[config.mk]
export PLATFORM = sky130hd
export DESIGN_NAME = packet_send_pacer
export DESIGN_NICKNAME = d
export VERILOG_FILES = /design/src/design/psp_pkg.sv /design/src/design/psp_cfg.sv /design/src/design/psp_step.sv /design/src/design/packet_send_pacer.sv
export SDC_FILE = /design/constraint.sdc
export NUM_CORES = 2
export LEC_CHECK = 0
export ABC_AREA = 1
export BUFFER_PORTS_ARGS = -buffer_cell sky130_fd_sc_hd__buf_2
export CORE_MARGIN = 2
export CORE_UTILIZATION = 58
export DETAILED_ROUTE_END_ITERATION = 8
export PLACE_DENSITY = 0.77
export SYNTH_ARGS = -nofsm -noshare
export SYNTH_HDL_FRONTEND = slang
export SYNTH_SLANG_ARGS = --single-unit
[constraint.sdc]
create_clock -name clk -period 5.6 [get_ports clk]
set_clock_uncertainty 0.15 [all_clocks]
set_input_delay 0.28 -clock clk [delete_from_list [all_inputs] [get_ports clk]]
set_output_delay 0.28 -clock clk [all_outputs]
set_load 0.02 [all_outputs]
[src/design/psp_pkg.sv]
// shared types, constants and helpers for the packet send pacer
`default_nettype none

package psp_pkg;

    localparam int TIME_BITS     = 48;
    localparam int MODE_BITS     = 3;
    localparam int INFLIGHT_BITS = 32;
    localparam int DELAY_BITS    = 24;
    localparam int GRAN_BITS     = 20;
    localparam int TOKEN_BITS    = 8;
    localparam int CFG_IDX_BITS  = 4;
    localparam int CFG_DATA_BITS = 20;

    localparam logic [TOKEN_BITS-1:0] REFILL_RESET = TOKEN_BITS'(10);

    // configuration register indexes
    localparam logic [CFG_IDX_BITS-1:0] CFG_SEND_SLACK   = CFG_IDX_BITS'(0);
    localparam logic [CFG_IDX_BITS-1:0] CFG_BURST_REFILL = CFG_IDX_BITS'(1);

    typedef logic [TIME_BITS-1:0] time_t;

    typedef enum logic [MODE_BITS-1:0] {
        MODE_TICK_START  = 3'd0,
        MODE_TICK_END    = 3'd1,
        MODE_SEND_QUERY  = 3'd2,
        MODE_PKT_SENT    = 3'd3,
        MODE_LOSS        = 3'd4,
        MODE_PROBE_QUERY = 3'd5
    } mode_t;

    typedef struct packed {
        logic [GRAN_BITS-1:0]  send_slack;
        logic [TOKEN_BITS-1:0] burst_refill;
    } cfg_t;

    typedef struct packed {
        logic [MODE_BITS-1:0]     mode;
        time_t                    now;
        logic [INFLIGHT_BITS-1:0] inflight;
        logic                     in_recovery;
        logic [DELAY_BITS-1:0]    tx_delay;
    } event_t;

    typedef struct packed {
        time_t                 current_time;
        time_t                 next_sched_time;
        time_t                 last_delayed_time;
        logic [TOKEN_BITS-1:0] burst_tokens;
        logic                  last_was_delayed;
        logic                  delayed_at_tick_start;
        logic                  sent_this_tick;
    } state_t;

    typedef struct packed {
        logic                  allowed;
        time_t                 next_send_time;
        logic [TOKEN_BITS-1:0] tokens_left;
        logic                  delayed;
    } result_t;

    // time add that sticks at the largest time value on overflow
    function automatic time_t tadd(input time_t a, input time_t b);
        logic [TIME_BITS:0] sum;
        sum = {1'b0, a} + {1'b0, b};
        if (sum[TIME_BITS])
        begin
            return {TIME_BITS{1'b1}};
        end
        return sum[TIME_BITS-1:0];
    endfunction

endpackage

`default_nettype wire

[src/design/psp_cfg.sv]
// configuration registers of the packet send pacer
`default_nettype none

module psp_cfg (
    input  wire logic                              clk,
    input  wire logic                              rst_n,
    input  wire logic                              cfg_valid,
    output logic                                   cfg_ready,
    input  wire logic [psp_pkg::CFG_IDX_BITS-1:0]  cfg_index,
    input  wire logic [psp_pkg::CFG_DATA_BITS-1:0] cfg_data,
    output psp_pkg::cfg_t                          cfg
);
    import psp_pkg::*;

    cfg_t cfg_reg;
    cfg_t cfg_next;

    assign cfg_ready = 1'b1;
    assign cfg       = cfg_reg;

    always_comb
    begin
        cfg_next = cfg_reg;
        if (cfg_valid)
        begin
            case (cfg_index)
                CFG_SEND_SLACK:   cfg_next.send_slack   = cfg_data[GRAN_BITS-1:0];
                CFG_BURST_REFILL: cfg_next.burst_refill = cfg_data[TOKEN_BITS-1:0];
                default:          cfg_next = cfg_reg;
            endcase
        end
    end

    always_ff @(posedge clk or negedge rst_n)
    begin
        if (!rst_n)
        begin
            cfg_reg.send_slack   <= '0;
            cfg_reg.burst_refill <= REFILL_RESET;
        end
        else
        begin
            cfg_reg <= cfg_next;
        end
    end

endmodule

`default_nettype wire

[src/design/psp_step.sv]
// event logic: next pacer state and result for one word
`default_nettype none

module psp_step (
    input  wire psp_pkg::cfg_t   cfg,
    input  wire psp_pkg::event_t ev,
    input  wire psp_pkg::state_t st,
    output psp_pkg::state_t      st_next,
    output psp_pkg::result_t     res
);
    import psp_pkg::*;

    logic                  idle;
    time_t                 delay;
    time_t                 gran;
    time_t                 half_delay;
    logic [TOKEN_BITS-1:0] tokens_eff;
    time_t                 sched_plus;
    time_t                 cur_plus;
    time_t                 ldt_plus;
    logic                  app_limited;
    logic                  making_up;
    logic                  allowed;

    always_comb
    begin
        idle        = (ev.inflight == '0);
        delay       = TIME_BITS'(ev.tx_delay);
        gran        = TIME_BITS'(cfg.send_slack);
        half_delay  = TIME_BITS'(ev.tx_delay >> 1);
        tokens_eff  = (idle && !ev.in_recovery) ? cfg.burst_refill : st.burst_tokens;
        sched_plus  = tadd(st.next_sched_time, delay);
        cur_plus    = tadd(st.current_time, delay);
        ldt_plus    = tadd(st.last_delayed_time, delay);
        app_limited = (st.last_delayed_time != '0) && (ldt_plus <= st.current_time);
        making_up   = (sched_plus <= st.current_time);
        allowed     = 1'b0;
        st_next     = st;

        case (mode_t'(ev.mode))
            MODE_TICK_START:
            begin
                if (ev.now >= st.current_time)
                begin
                    st_next.current_time = ev.now;
                end
                if (st.last_was_delayed)
                begin
                    st_next.delayed_at_tick_start = 1'b1;
                end
                st_next.sent_this_tick = 1'b0;
            end
            MODE_TICK_END:
            begin
                // drop a stale delayed mark when nothing went out this tick
                if (st.delayed_at_tick_start && !st.sent_this_tick &&
                    (st.current_time > st.next_sched_time))
                begin
                    st_next.last_was_delayed = 1'b0;
                end
                st_next.delayed_at_tick_start = 1'b0;
            end
            MODE_SEND_QUERY:
            begin
                if ((st.burst_tokens != '0) || idle)
                begin
                    allowed = 1'b1;
                end
                else if (st.next_sched_time > tadd(st.current_time, gran))
                begin
                    st_next.last_was_delayed = 1'b1;
                end
                else
                begin
                    allowed = 1'b1;
                end
            end
            MODE_PKT_SENT:
            begin
                st_next.sent_this_tick = 1'b1;
                st_next.burst_tokens   = tokens_eff;
                if (tokens_eff != '0)
                begin
                    st_next.burst_tokens      = tokens_eff - TOKEN_BITS'(1);
                    st_next.last_was_delayed  = 1'b0;
                    st_next.next_sched_time   = '0;
                    st_next.last_delayed_time = '0;
                end
                else if (st.last_was_delayed)
                begin
                    // catch up after a delayed send
                    st_next.next_sched_time = sched_plus;
                    if (app_limited || making_up)
                    begin
                        st_next.last_delayed_time = st.current_time;
                    end
                    else
                    begin
                        st_next.last_was_delayed  = 1'b0;
                        st_next.last_delayed_time = '0;
                    end
                end
                else
                begin
                    st_next.next_sched_time = (sched_plus > cur_plus) ? sched_plus : cur_plus;
                end
            end
            MODE_LOSS:
            begin
                st_next.burst_tokens = '0;
            end
            MODE_PROBE_QUERY:
            begin
                allowed = (st.burst_tokens > TOKEN_BITS'(1)) || idle ||
                          (st.next_sched_time > tadd(st.current_time, half_delay));
            end
            default:
            begin
                st_next = st;
            end
        endcase

        res.allowed        = allowed;
        res.next_send_time = st_next.next_sched_time;
        res.tokens_left    = st_next.burst_tokens;
        res.delayed        = st_next.last_was_delayed;
    end

endmodule

`default_nettype wire

[src/design/packet_send_pacer.sv]
// top level of the packet send pacer: input register, event logic, result register
//
//  channel  | handshake            | payload
//  ---------+----------------------+------------------------------------------------
//  in       | in_valid / in_ready  | mode, now, inflight, in_recovery, tx_delay
//  out      | out_valid / out_ready| allowed, next_send_time, tokens_left, delayed
//  cfg      | cfg_valid / cfg_ready| cfg_index, cfg_data
//
// one word per cycle sustained while out_ready is high; each word is held in the input register
// and is then applied to the pacer state, its result landing in the result register;
// the limit is the combinational state update loop
// reset clears the pacer state and config: times zero, tokens and refill ten
// a stalled result holds the result register, the input register holds its word,
// and in_ready drops only when both are full and out_ready is low
`default_nettype none

module packet_send_pacer (
    input  wire logic                              clk,
    input  wire logic                              rst_n,

    input  wire logic                              in_valid,
    output logic                                   in_ready,
    input  wire logic [psp_pkg::MODE_BITS-1:0]     mode,
    input  wire logic [psp_pkg::TIME_BITS-1:0]     now,
    input  wire logic [psp_pkg::INFLIGHT_BITS-1:0] inflight,
    input  wire logic                              in_recovery,
    input  wire logic [psp_pkg::DELAY_BITS-1:0]    tx_delay,

    output logic                                   out_valid,
    input  wire logic                              out_ready,
    output logic                                   allowed,
    output logic [psp_pkg::TIME_BITS-1:0]          next_send_time,
    output logic [psp_pkg::TOKEN_BITS-1:0]         tokens_left,
    output logic                                   delayed,

    input  wire logic                              cfg_valid,
    output logic                                   cfg_ready,
    input  wire logic [psp_pkg::CFG_IDX_BITS-1:0]  cfg_index,
    input  wire logic [psp_pkg::CFG_DATA_BITS-1:0] cfg_data
);
    import psp_pkg::*;

    cfg_t    cfg;

    // input register
    logic    ev_valid_reg;
    logic    ev_valid_next;
    event_t  ev_reg;

    // pacer state
    state_t  st_reg;
    state_t  st_next;

    // result register
    logic    out_valid_reg;
    logic    out_valid_next;
    result_t res_reg;
    result_t res_comb;

    logic    advance;
    logic    in_take;

    psp_cfg u_cfg (
        .clk       (clk),
        .rst_n     (rst_n),
        .cfg_valid (cfg_valid),
        .cfg_ready (cfg_ready),
        .cfg_index (cfg_index),
        .cfg_data  (cfg_data),
        .cfg       (cfg)
    );

    psp_step u_step (
        .cfg     (cfg),
        .ev      (ev_reg),
        .st      (st_reg),
        .st_next (st_next),
        .res     (res_comb)
    );

    // the held word moves on when the result register is free or being drained
    assign advance  = !out_valid_reg || out_ready;
    assign in_ready = !ev_valid_reg || advance;
    assign in_take  = in_valid && in_ready;

    always_comb
    begin
        ev_valid_next  = ev_valid_reg;
        out_valid_next = out_valid_reg;
        if (advance)
        begin
            out_valid_next = ev_valid_reg;
            ev_valid_next  = 1'b0;
        end
        if (in_take)
        begin
            ev_valid_next = 1'b1;
        end
    end

    // control flags
    always_ff @(posedge clk or negedge rst_n)
    begin
        if (!rst_n)
        begin
            ev_valid_reg  <= 1'b0;
            out_valid_reg <= 1'b0;
        end
        else
        begin
            ev_valid_reg  <= ev_valid_next;
            out_valid_reg <= out_valid_next;
        end
    end

    // pacer state, updated once per applied word
    always_ff @(posedge clk or negedge rst_n)
    begin
        if (!rst_n)
        begin
            st_reg.current_time          <= '0;
            st_reg.next_sched_time       <= '0;
            st_reg.last_delayed_time     <= '0;
            st_reg.burst_tokens          <= REFILL_RESET;
            st_reg.last_was_delayed      <= 1'b0;
            st_reg.delayed_at_tick_start <= 1'b0;
            st_reg.sent_this_tick        <= 1'b0;
        end
        else if (ev_valid_reg && advance)
        begin
            st_reg <= st_next;
        end
    end

    // payload registers
    always_ff @(posedge clk)
    begin
        if (in_take)
        begin
            ev_reg.mode        <= mode;
            ev_reg.now         <= now;
            ev_reg.inflight    <= inflight;
            ev_reg.in_recovery <= in_recovery;
            ev_reg.tx_delay    <= tx_delay;
        end
        if (ev_valid_reg && advance)
        begin
            res_reg <= res_comb;
        end
    end

    assign out_valid      = out_valid_reg;
    assign allowed        = res_reg.allowed;
    assign next_send_time = res_reg.next_send_time;
    assign tokens_left    = res_reg.tokens_left;
    assign delayed        = res_reg.delayed;

endmodule

`default_nettype wire
== Word level (Yosys, flattened, before mapping) ==
Index checks and enable logic that the tools add are counted.

* Register bits after elaboration: 351
* Word-level logic and storage cells: 118

* $add $sub $neg: 6
* Order comparisons: 8
* Eq/ne operators: 7
* Muxes and demuxes: 45
* Reduce and logical (&&, ||, !) cells: 32

{| class="wikitable"
|+ Operator list
! kind !! count
|-
| 2-to-1 mux 48 bit || 17
|-
| greater-than comparator 48 bit || 4
|-
| 2-to-1 mux 96 bit || 2
|-
| adder 48 x 24 -> 49 bit || 3
|-
| <= comparator 48 bit || 2
|-
| adder 48 x 20 -> 49 bit || 1
|-
| adder 48 x 23 -> 49 bit || 1
|-
| greater-or-equal comparator 48 bit || 1
|-
| nonzero test 48 bit || 1
|-
| logical NOT 32 bit || 1
|-
| 2-to-1 mux 1 bit || 19
|-
| 2-to-1 mux 8 bit || 2
|-
| case mux 8 bit (2 select lines) || 1
|-
| nonzero test 8 bit || 2
|-
| AND reduction 3 bit || 3
|-
| greater-than comparator 8 x 1 -> 1 bit, second input constant || 1
|-
| nonzero test 2 bit || 4
|-
| subtractor 8 x 1 -> 8 bit, second input constant || 1
|-
| equality test 3 x 2 -> 1 bit, second input constant || 2
|-
| equality test 3 bit, second input constant || 2
|-
| logical AND 1 bit || 6
|-
| logical OR 1 bit || 6
|-
| case mux 1 bit (2 select lines) || 3
|-
| AND reduction 2 bit || 3
|-
| other kinds (7) || 10
|}

== Longest topological paths before layout ==
* Depth after elaboration: 11
* Mapped depth: 33

== Hierarchy ==
Synthesis repeated with hierarchy kept, for this count alone.

* Cell total of the unflattened synthesis: 5521
* Area total of the unflattened synthesis: 36419.9 um^2

{| class="wikitable"
|+ Modules (own cells, without submodules)
! module !! instances !! cells each !! area an instance (um^2) !! seq. area each (um^2)
|-
| psp_step || 1 || 4540 || 23879.2 || 0.0
|-
| packet_send_pacer || 1 || 848 || 11158.2 || 8916.1
|-
| psp_cfg || 1 || 133 || 1382.6 || 703.2
|}

== Worst setup path after synthesis ==
Ideal clock, no wire load.

* Path type: register to register
* Start: register st_reg[107] (netlist name)
* End: register res_reg (netlist bit next_send_time[0]), data pin
* Library setup time: 0.265 ns
* Arrival time: 3.942 ns
* Required time: 5.185 ns
* Setup slack: 1.243 ns
* Stages on the path, launching flop included: 28
* Path buffers: 3
* Clock period less this slack: 4.357 ns
* Path through: dfrtp_1 > ha_1 > inv_1 > fa_1 > nand3b_1 > nand2_1 > nand2_1 > nand2_1 > nand2_1 > nand3_2 > nand3_4 > inv_2 > buf_4 > nor2_1 > ha_1 > nand2_1 > nor4_1 > nand2_1 > nor2_1 > nand2_1 > nand3_1 > nand2_1 > nand2_1 > buf_4 > buf_2 > nand2_1 > nand3_1 > o21ai_0

{| class="wikitable"
|+ RTL lines
! element !! RTL line !! RTL
|-
| start, declared || packet_send_pacer.sv:51 || <nowiki>state_t st_reg;</nowiki>
|-
| start signal, assigned || packet_send_pacer.sv:131 || <nowiki>st_reg <= st_next;</nowiki>
|-
| end signal, assigned || packet_send_pacer.sv:148 || <nowiki>res_reg <= res_comb;</nowiki>
|-
| end, declared || packet_send_pacer.sv:57 || <nowiki>result_t res_reg;</nowiki>
|}

== Final worst setup path ==
* Start: register ev_reg[7] (netlist name)
* End: register st_reg[19] (netlist name)

* Cells in the longest elaborated chain, start to end: 9

{| class="wikitable"
|+ Ends and longest elaborated chain
! element !! RTL line !! RTL
|-
| start, declared || packet_send_pacer.sv:48 || <nowiki>event_t ev_reg;</nowiki>
|-
| adder 48 x 24 -> 49 bit || psp_pkg.sv:65 || <nowiki>sum = {1'b0, a} + {1'b0, b};</nowiki>
|-
| 2-to-1 mux 1 bit || psp_pkg.sv:66 || <nowiki>if (sum[TIME_BITS])</nowiki>
|-
| 2-to-1 mux 48 bit || psp_pkg.sv:70 || <nowiki>return sum[TIME_BITS-1:0];</nowiki>
|-
| <= comparator 48 bit || psp_step.sv:35 || <nowiki>app_limited = (st.last_delayed_time != '0) && (ldt_plus <= st.current_time);</nowiki>
|-
| logical AND 1 bit || psp_step.sv:35 ||
|-
| logical OR 1 bit (*) || psp_step.sv:93 || <nowiki>if (app_limited || making_up)</nowiki>
|-
| 2-to-1 mux 48 bit (*) || psp_step.sv:93 ||
|-
| 2-to-1 mux 48 bit (*) || psp_step.sv:89 || <nowiki>else if (st.last_was_delayed)</nowiki>
|-
| 2-to-1 mux 96 bit (*) || psp_step.sv:82 || <nowiki>if (tokens_eff != '0)</nowiki>
|}

Mark *: on every way between the ends. The rest lies on a longest branch, timed or not. The select of a mux whose other input is x is not followed.
A chain may end at the register's enable or synchronous reset.

==> flow_summary.html <==
<table>
<tr><th>Metric</th><th>Value</th></tr>
<tr><th colspan="2">Status</th></tr>
<tr><td>Status</td><td>finished, violations left</td></tr>
<tr><td>Violations in the final reports</td><td>negative setup slack</td></tr>
<tr><th colspan="2">Clock network</th></tr>
<tr><td>Max Root-Sink Buffers</td><td>3</td></tr>
<tr><td>Clk sink count</td><td>351</td></tr>
<tr><td>CTS H-tree depth</td><td>2</td></tr>
<tr><td>TritonCTS clock tree</td><td>done</td></tr>
<tr><td>Source-to-sink clock delay at the later pin of the worst-skew pair</td><td>0.61 ns</td></tr>
<tr><td>CTS Buf Count</td><td>42</td></tr>
<tr><td>Clk pin slew, worst setup/hold paths</td><td>0.06 ns</td></tr>
<tr><td>Cell at the root of the clock tree</td><td>clkbuf_16</td></tr>
<tr><th colspan="2">Finish</th></tr>
<tr><td>Final design area excluding fillers</td><td>38,900 µm²</td></tr>
<tr><td>Layout Nets</td><td>5,788</td></tr>
<tr><td>Number of standard cells in the layout, taps in and fillers out</td><td>5,982</td></tr>
<tr><td>Final core utilization</td><td>0.687</td></tr>
<tr><td>Largest register FFs</td><td>155</td></tr>
<tr><td>Area growth from synthesis to final layout</td><td>16.6%</td></tr>
<tr><td>Share of post-route cells with drive strength above 1</td><td>0.0993</td></tr>
<tr><th colspan="2">Critical path</th></tr>
<tr><td>Critical path's top delay family</td><td>simple AND/OR/NAND/NOR gates</td></tr>
<tr><td>Crit path capture</td><td>st_reg[19]</td></tr>
<tr><td>Arrival time of data at the critical path endpoint</td><td>5.98 ns</td></tr>
<tr><td>Type of origin of the critical path</td><td>flip-flop</td></tr>
<tr><td>Depth of the worst register-to-register path</td><td>24</td></tr>
<tr><td>Count of cell instances traversed by the critical path</td><td>24</td></tr>
<tr><td>RR Endpoint</td><td>st_reg[19]</td></tr>
<tr><td>Cells traversed along the worst timing path</td><td>ha_1, a21oi_1, nand2_1, a21oi_1, a21oi_1, nand3_1, nand3_1, nand2_1, nor3_2, nand2_4, nand3b_1, ha_1, nand2_1, nor2_1, and2_1, nand3_1, nor3_1, nand3_1, nand2_1, nand2_1, a21oi_4, buf_12, nand2_1, nand2_1</td></tr>
<tr><td>Critical path buffers and inverters</td><td>1</td></tr>
<tr><td>Category of the critical setup timing path</td><td>flip-flop to flip-flop</td></tr>
<tr><td>Largest stage delay on the critical path</td><td>0.61 ns</td></tr>
<tr><td>Slowest-stage cell, CP</td><td>edfxtp_1</td></tr>
<tr><td>Required time reported for the critical path endpoint</td><td>5.97 ns</td></tr>
<tr><td>Critical Path End Type</td><td>flip-flop</td></tr>
<tr><td>Largest fanout on the critical path</td><td>48</td></tr>
<tr><td>Cell with the most instances on the worst path</td><td>nand2_1</td></tr>
<tr><td>Worst R2R Start</td><td>ev_reg[7]</td></tr>
<tr><td>Critical path origin</td><td>ev_reg[7]</td></tr>
<tr><td>Register-to-Register Setup Slack</td><td>-0.005 ns</td></tr>
<tr><th colspan="2">Routing</th></tr>
<tr><td>Routed wire length per instance</td><td>22.9 µm</td></tr>
<tr><td>Total number of vias</td><td>36,500</td></tr>
<tr><td>Number of DRC violations after detailed-routing iteration 0</td><td>4,738</td></tr>
<tr><td>Drc violations</td><td>0</td></tr>
<tr><td>Per-cell via count in the routed design</td><td>6.11</td></tr>
<tr><td>Antenna Violating Nets Remaining</td><td>0</td></tr>
<tr><td>Total iterations of the first detailed-routing run</td><td>8</td></tr>
<tr><td>Total detailed-routing wirelength</td><td>137 mm</td></tr>
<tr><th colspan="2">Synthesis</th></tr>
<tr><td>Number of synthesized register bits</td><td>351</td></tr>
<tr><td>Top post-synthesis cells by count</td><td>nand2_1 (1,387), inv_1 (522), nor2_1 (498)</td></tr>
<tr><td>Portion of the post-synthesis area used by sequential elements</td><td>0.288</td></tr>
<tr><td>Number of warnings issued by yosys</td><td>0</td></tr>
<tr><td>Share of the synthesized area in the top cell type</td><td>0.170</td></tr>
<tr><td>Number of enable-type register cells in the synthesized netlist</td><td>166</td></tr>
<tr><td>Syn nets</td><td>5,353</td></tr>
<tr><td>Area of the mapped netlist</td><td>33,300 µm²</td></tr>
<tr><td>Syn avg cell area</td><td>7.01 µm²</td></tr>
<tr><td>Async S/R FF share, synth</td><td>0.527</td></tr>
<tr><td>Dominant cell by count in the synthesized netlist</td><td>nand2_1</td></tr>
<tr><td>Unique cell type count in the Yosys netlist</td><td>60</td></tr>
<tr><td>Most used DFF post-synth</td><td>dfrtp_1</td></tr>
<tr><td>Cell type with the largest total area after synthesis</td><td>ha_1</td></tr>
<tr><td>Biggest area contributors in the synthesized netlist</td><td>ha_1 (17%), nand2_1 (16%), edfxtp_1 (15%), dfrtp_1 (14%), inv_1 (5.9%)</td></tr>
<tr><td>Post-synthesis cell count</td><td>4,758</td></tr>
<tr><th colspan="2">STA</th></tr>
<tr><td>Final max-slew violation count</td><td>0</td></tr>
<tr><td>Period utilization</td><td>1.00</td></tr>
<tr><td>Setup_tns</td><td>-0.00520 ns</td></tr>
<tr><td>Final Hold Slack</td><td>0.0788 ns</td></tr>
<tr><td>Remaining max-slew budget at the tightest pin</td><td>0.214</td></tr>
<tr><td>Total setup violations reported at the end of the flow</td><td>1</td></tr>
<tr><td>Worst Setup Slack, final</td><td>-0.00520 ns</td></tr>
<tr><td>Slew at the pin with the worst max-slew slack</td><td>1.18 ns</td></tr>
<tr><td>Period minus WS final</td><td>5.61 ns</td></tr>
<tr><td>Hold Vio Cnt, Final</td><td>0</td></tr>
<tr><td>Peak clock frequency supported by timing</td><td>0.178 GHz</td></tr>
<tr><th colspan="2">Die</th></tr>
<tr><td>Width of the die</td><td>244 µm</td></tr>
<tr><td>FP Rows</td><td>87</td></tr>
<tr><td>Die area</td><td>59,400 µm²</td></tr>
<tr><td>Initial standard-cell utilization of the core</td><td>0.589</td></tr>
<tr><td>I/O pin cnt</td><td>198</td></tr>
<tr><td>Die Height</td><td>244 µm</td></tr>
<tr><td>Core area</td><td>56,600 µm²</td></tr>
<tr><th colspan="2">Placed design</th></tr>
<tr><td>Post-placement worst setup slack</td><td>0.140 ns</td></tr>
<tr><td>Placed wire-length estimate</td><td>105 mm</td></tr>
<tr><td>Placed instance area</td><td>36,000 µm²</td></tr>
<tr><td>Final Wtd Congestion</td><td>1.11</td></tr>
<tr><td>Inst Count DP</td><td>5,761</td></tr>
<tr><td># port buffers</td><td>196</td></tr>
<tr><th colspan="2">Power</th></tr>
<tr><td>Power per Cell Area</td><td>623 nW/µm²</td></tr>
<tr><td>Power Total</td><td>24.2 mW</td></tr>
<tr><td>IR drop worst, VDD</td><td>0.000519 V</td></tr>
<tr><td>Static Leakage</td><td>19.9 nW</td></tr>
<tr><th colspan="2">GRT</th></tr>
<tr><td>Antenna violations before repair</td><td>2</td></tr>
<tr><td>Total GRT Usage</td><td>0.453</td></tr>
<tr><td>First-pass GRT wire length</td><td>203 mm</td></tr>
<tr><td>Via count of the first global-routing pass</td><td>34,400</td></tr>
<tr><td>Congestion Overflow GR</td><td>0</td></tr>
<tr><td>Maximum number of pins on one net before global-route repair</td><td>117</td></tr>
<tr><th colspan="2">Min path</th></tr>
<tr><td>Hold crit path type</td><td>input pin to asynchronous set/reset pin</td></tr>
<tr><th colspan="2">Flow run</th></tr>
<tr><td>Max-cap violations</td><td>0</td></tr>
</table>
[layout by cell type, fill, tap and decap left out, drive strengths merged, types with 2 or more instances in the layout]
cell type    count
a21boi           8
a21o            15
a21oi          330
a31oi           23
and2             5
and3             2
buf            354
bufinv           4
clkbuf          53
clkinv          18
clkinvlp         2
dfrtp          181
dfstp            4
dlygate4sd3    131
edfxtp         166
fa               5
ha             453
inv            530
mux2            12
nand2         1391
nand3          373
nand3b          18
nand4           90
nor2           508
nor3            80
nor3b            2
nor4            30
o211ai           5
o21a            21
o21ai          227
o21bai          44
or2             18
xnor2           18
xor2            91
[report_power, final]
group / total (mW) / switching (mW) / internal [mW]
registers: 4.62 / 1.14 / 3.48
logic: 16.7 / 11.0 / 5.70
clock network: 2.90 / 1.23 / 1.66
[cells by family (layout without fill, tap and decap cells)]
kind of cell / after synthesis / count (layout) / share of synthesized area
adders and majority gates: 458 / 458 / 0.173
other: 1 / 2 / 0.000112
AOI/OAI and AO/OA: 683 / 683 / 0.113
muxes: 12 / 12 / 0.00405
xor gates and xnor gates: 109 / 109 / 0.0286
buffers and inverters: 625 / 1092 / 0.0752
DFF: 351 / 351 / 0.288
and+or+nand+nor: 2519 / 2519 / 0.318
[repair_timing]
item / CTS / global route
hold endpoints to repair: 207 / 0
setup endpoints to repair: 0 / 80
hold buffers: 131 / 0
buffers inserted: 0 / 13
resized for setup: 0 / 12
[layout make-up]
cell class / instances / area, µm²
Sequential cell: 351 / 9620
Clock buffer: 52 / 1150
Inverter: 530 / 1990
Clock inverter: 24 / 290
Tap cell: 756 / 946
Multi-Input combinational cell: 3782 / 21300
Timing Repair Buffer: 486 / 3600
Fill cell: 4796 / 17700
Antenna cell: 1 / 2.50
[per-layer routing]
metal / vias to the layer above / GRT usage / wire length (µm)
met5: - / 0 / 74
li1: 16800 / - / -
met4: 4 / 0.233 / 8530
met3: 520 / 0.106 / 18900
met1: 16700 / 0.608 / 52400
met2: 2540 / 0.681 / 57200
[worst min-delay path by stage]
| stage | endpoint | startpoint | slack (ns) | depth (start not counted) |
|---|---|---|---|---|
| 6_report | st_reg[17] | rst_n | 0.08 | 2 |
| 3_5_place_dp | st_reg[113] | rst_n | 0.16 | 1 |
| 5_1_grt | st_reg[17] | rst_n | 0.13 | 2 |
| 3_3_place_gp | st_reg[112] | rst_n | 0.16 | 1 |
| 4_1_cts | st_reg[17] | rst_n | 0.09 | 2 |
| 2_1_floorplan | ev_valid_reg | rst_n | -0.17 | 0 |
No activity file was read; power rests on OpenSTA's default activity.
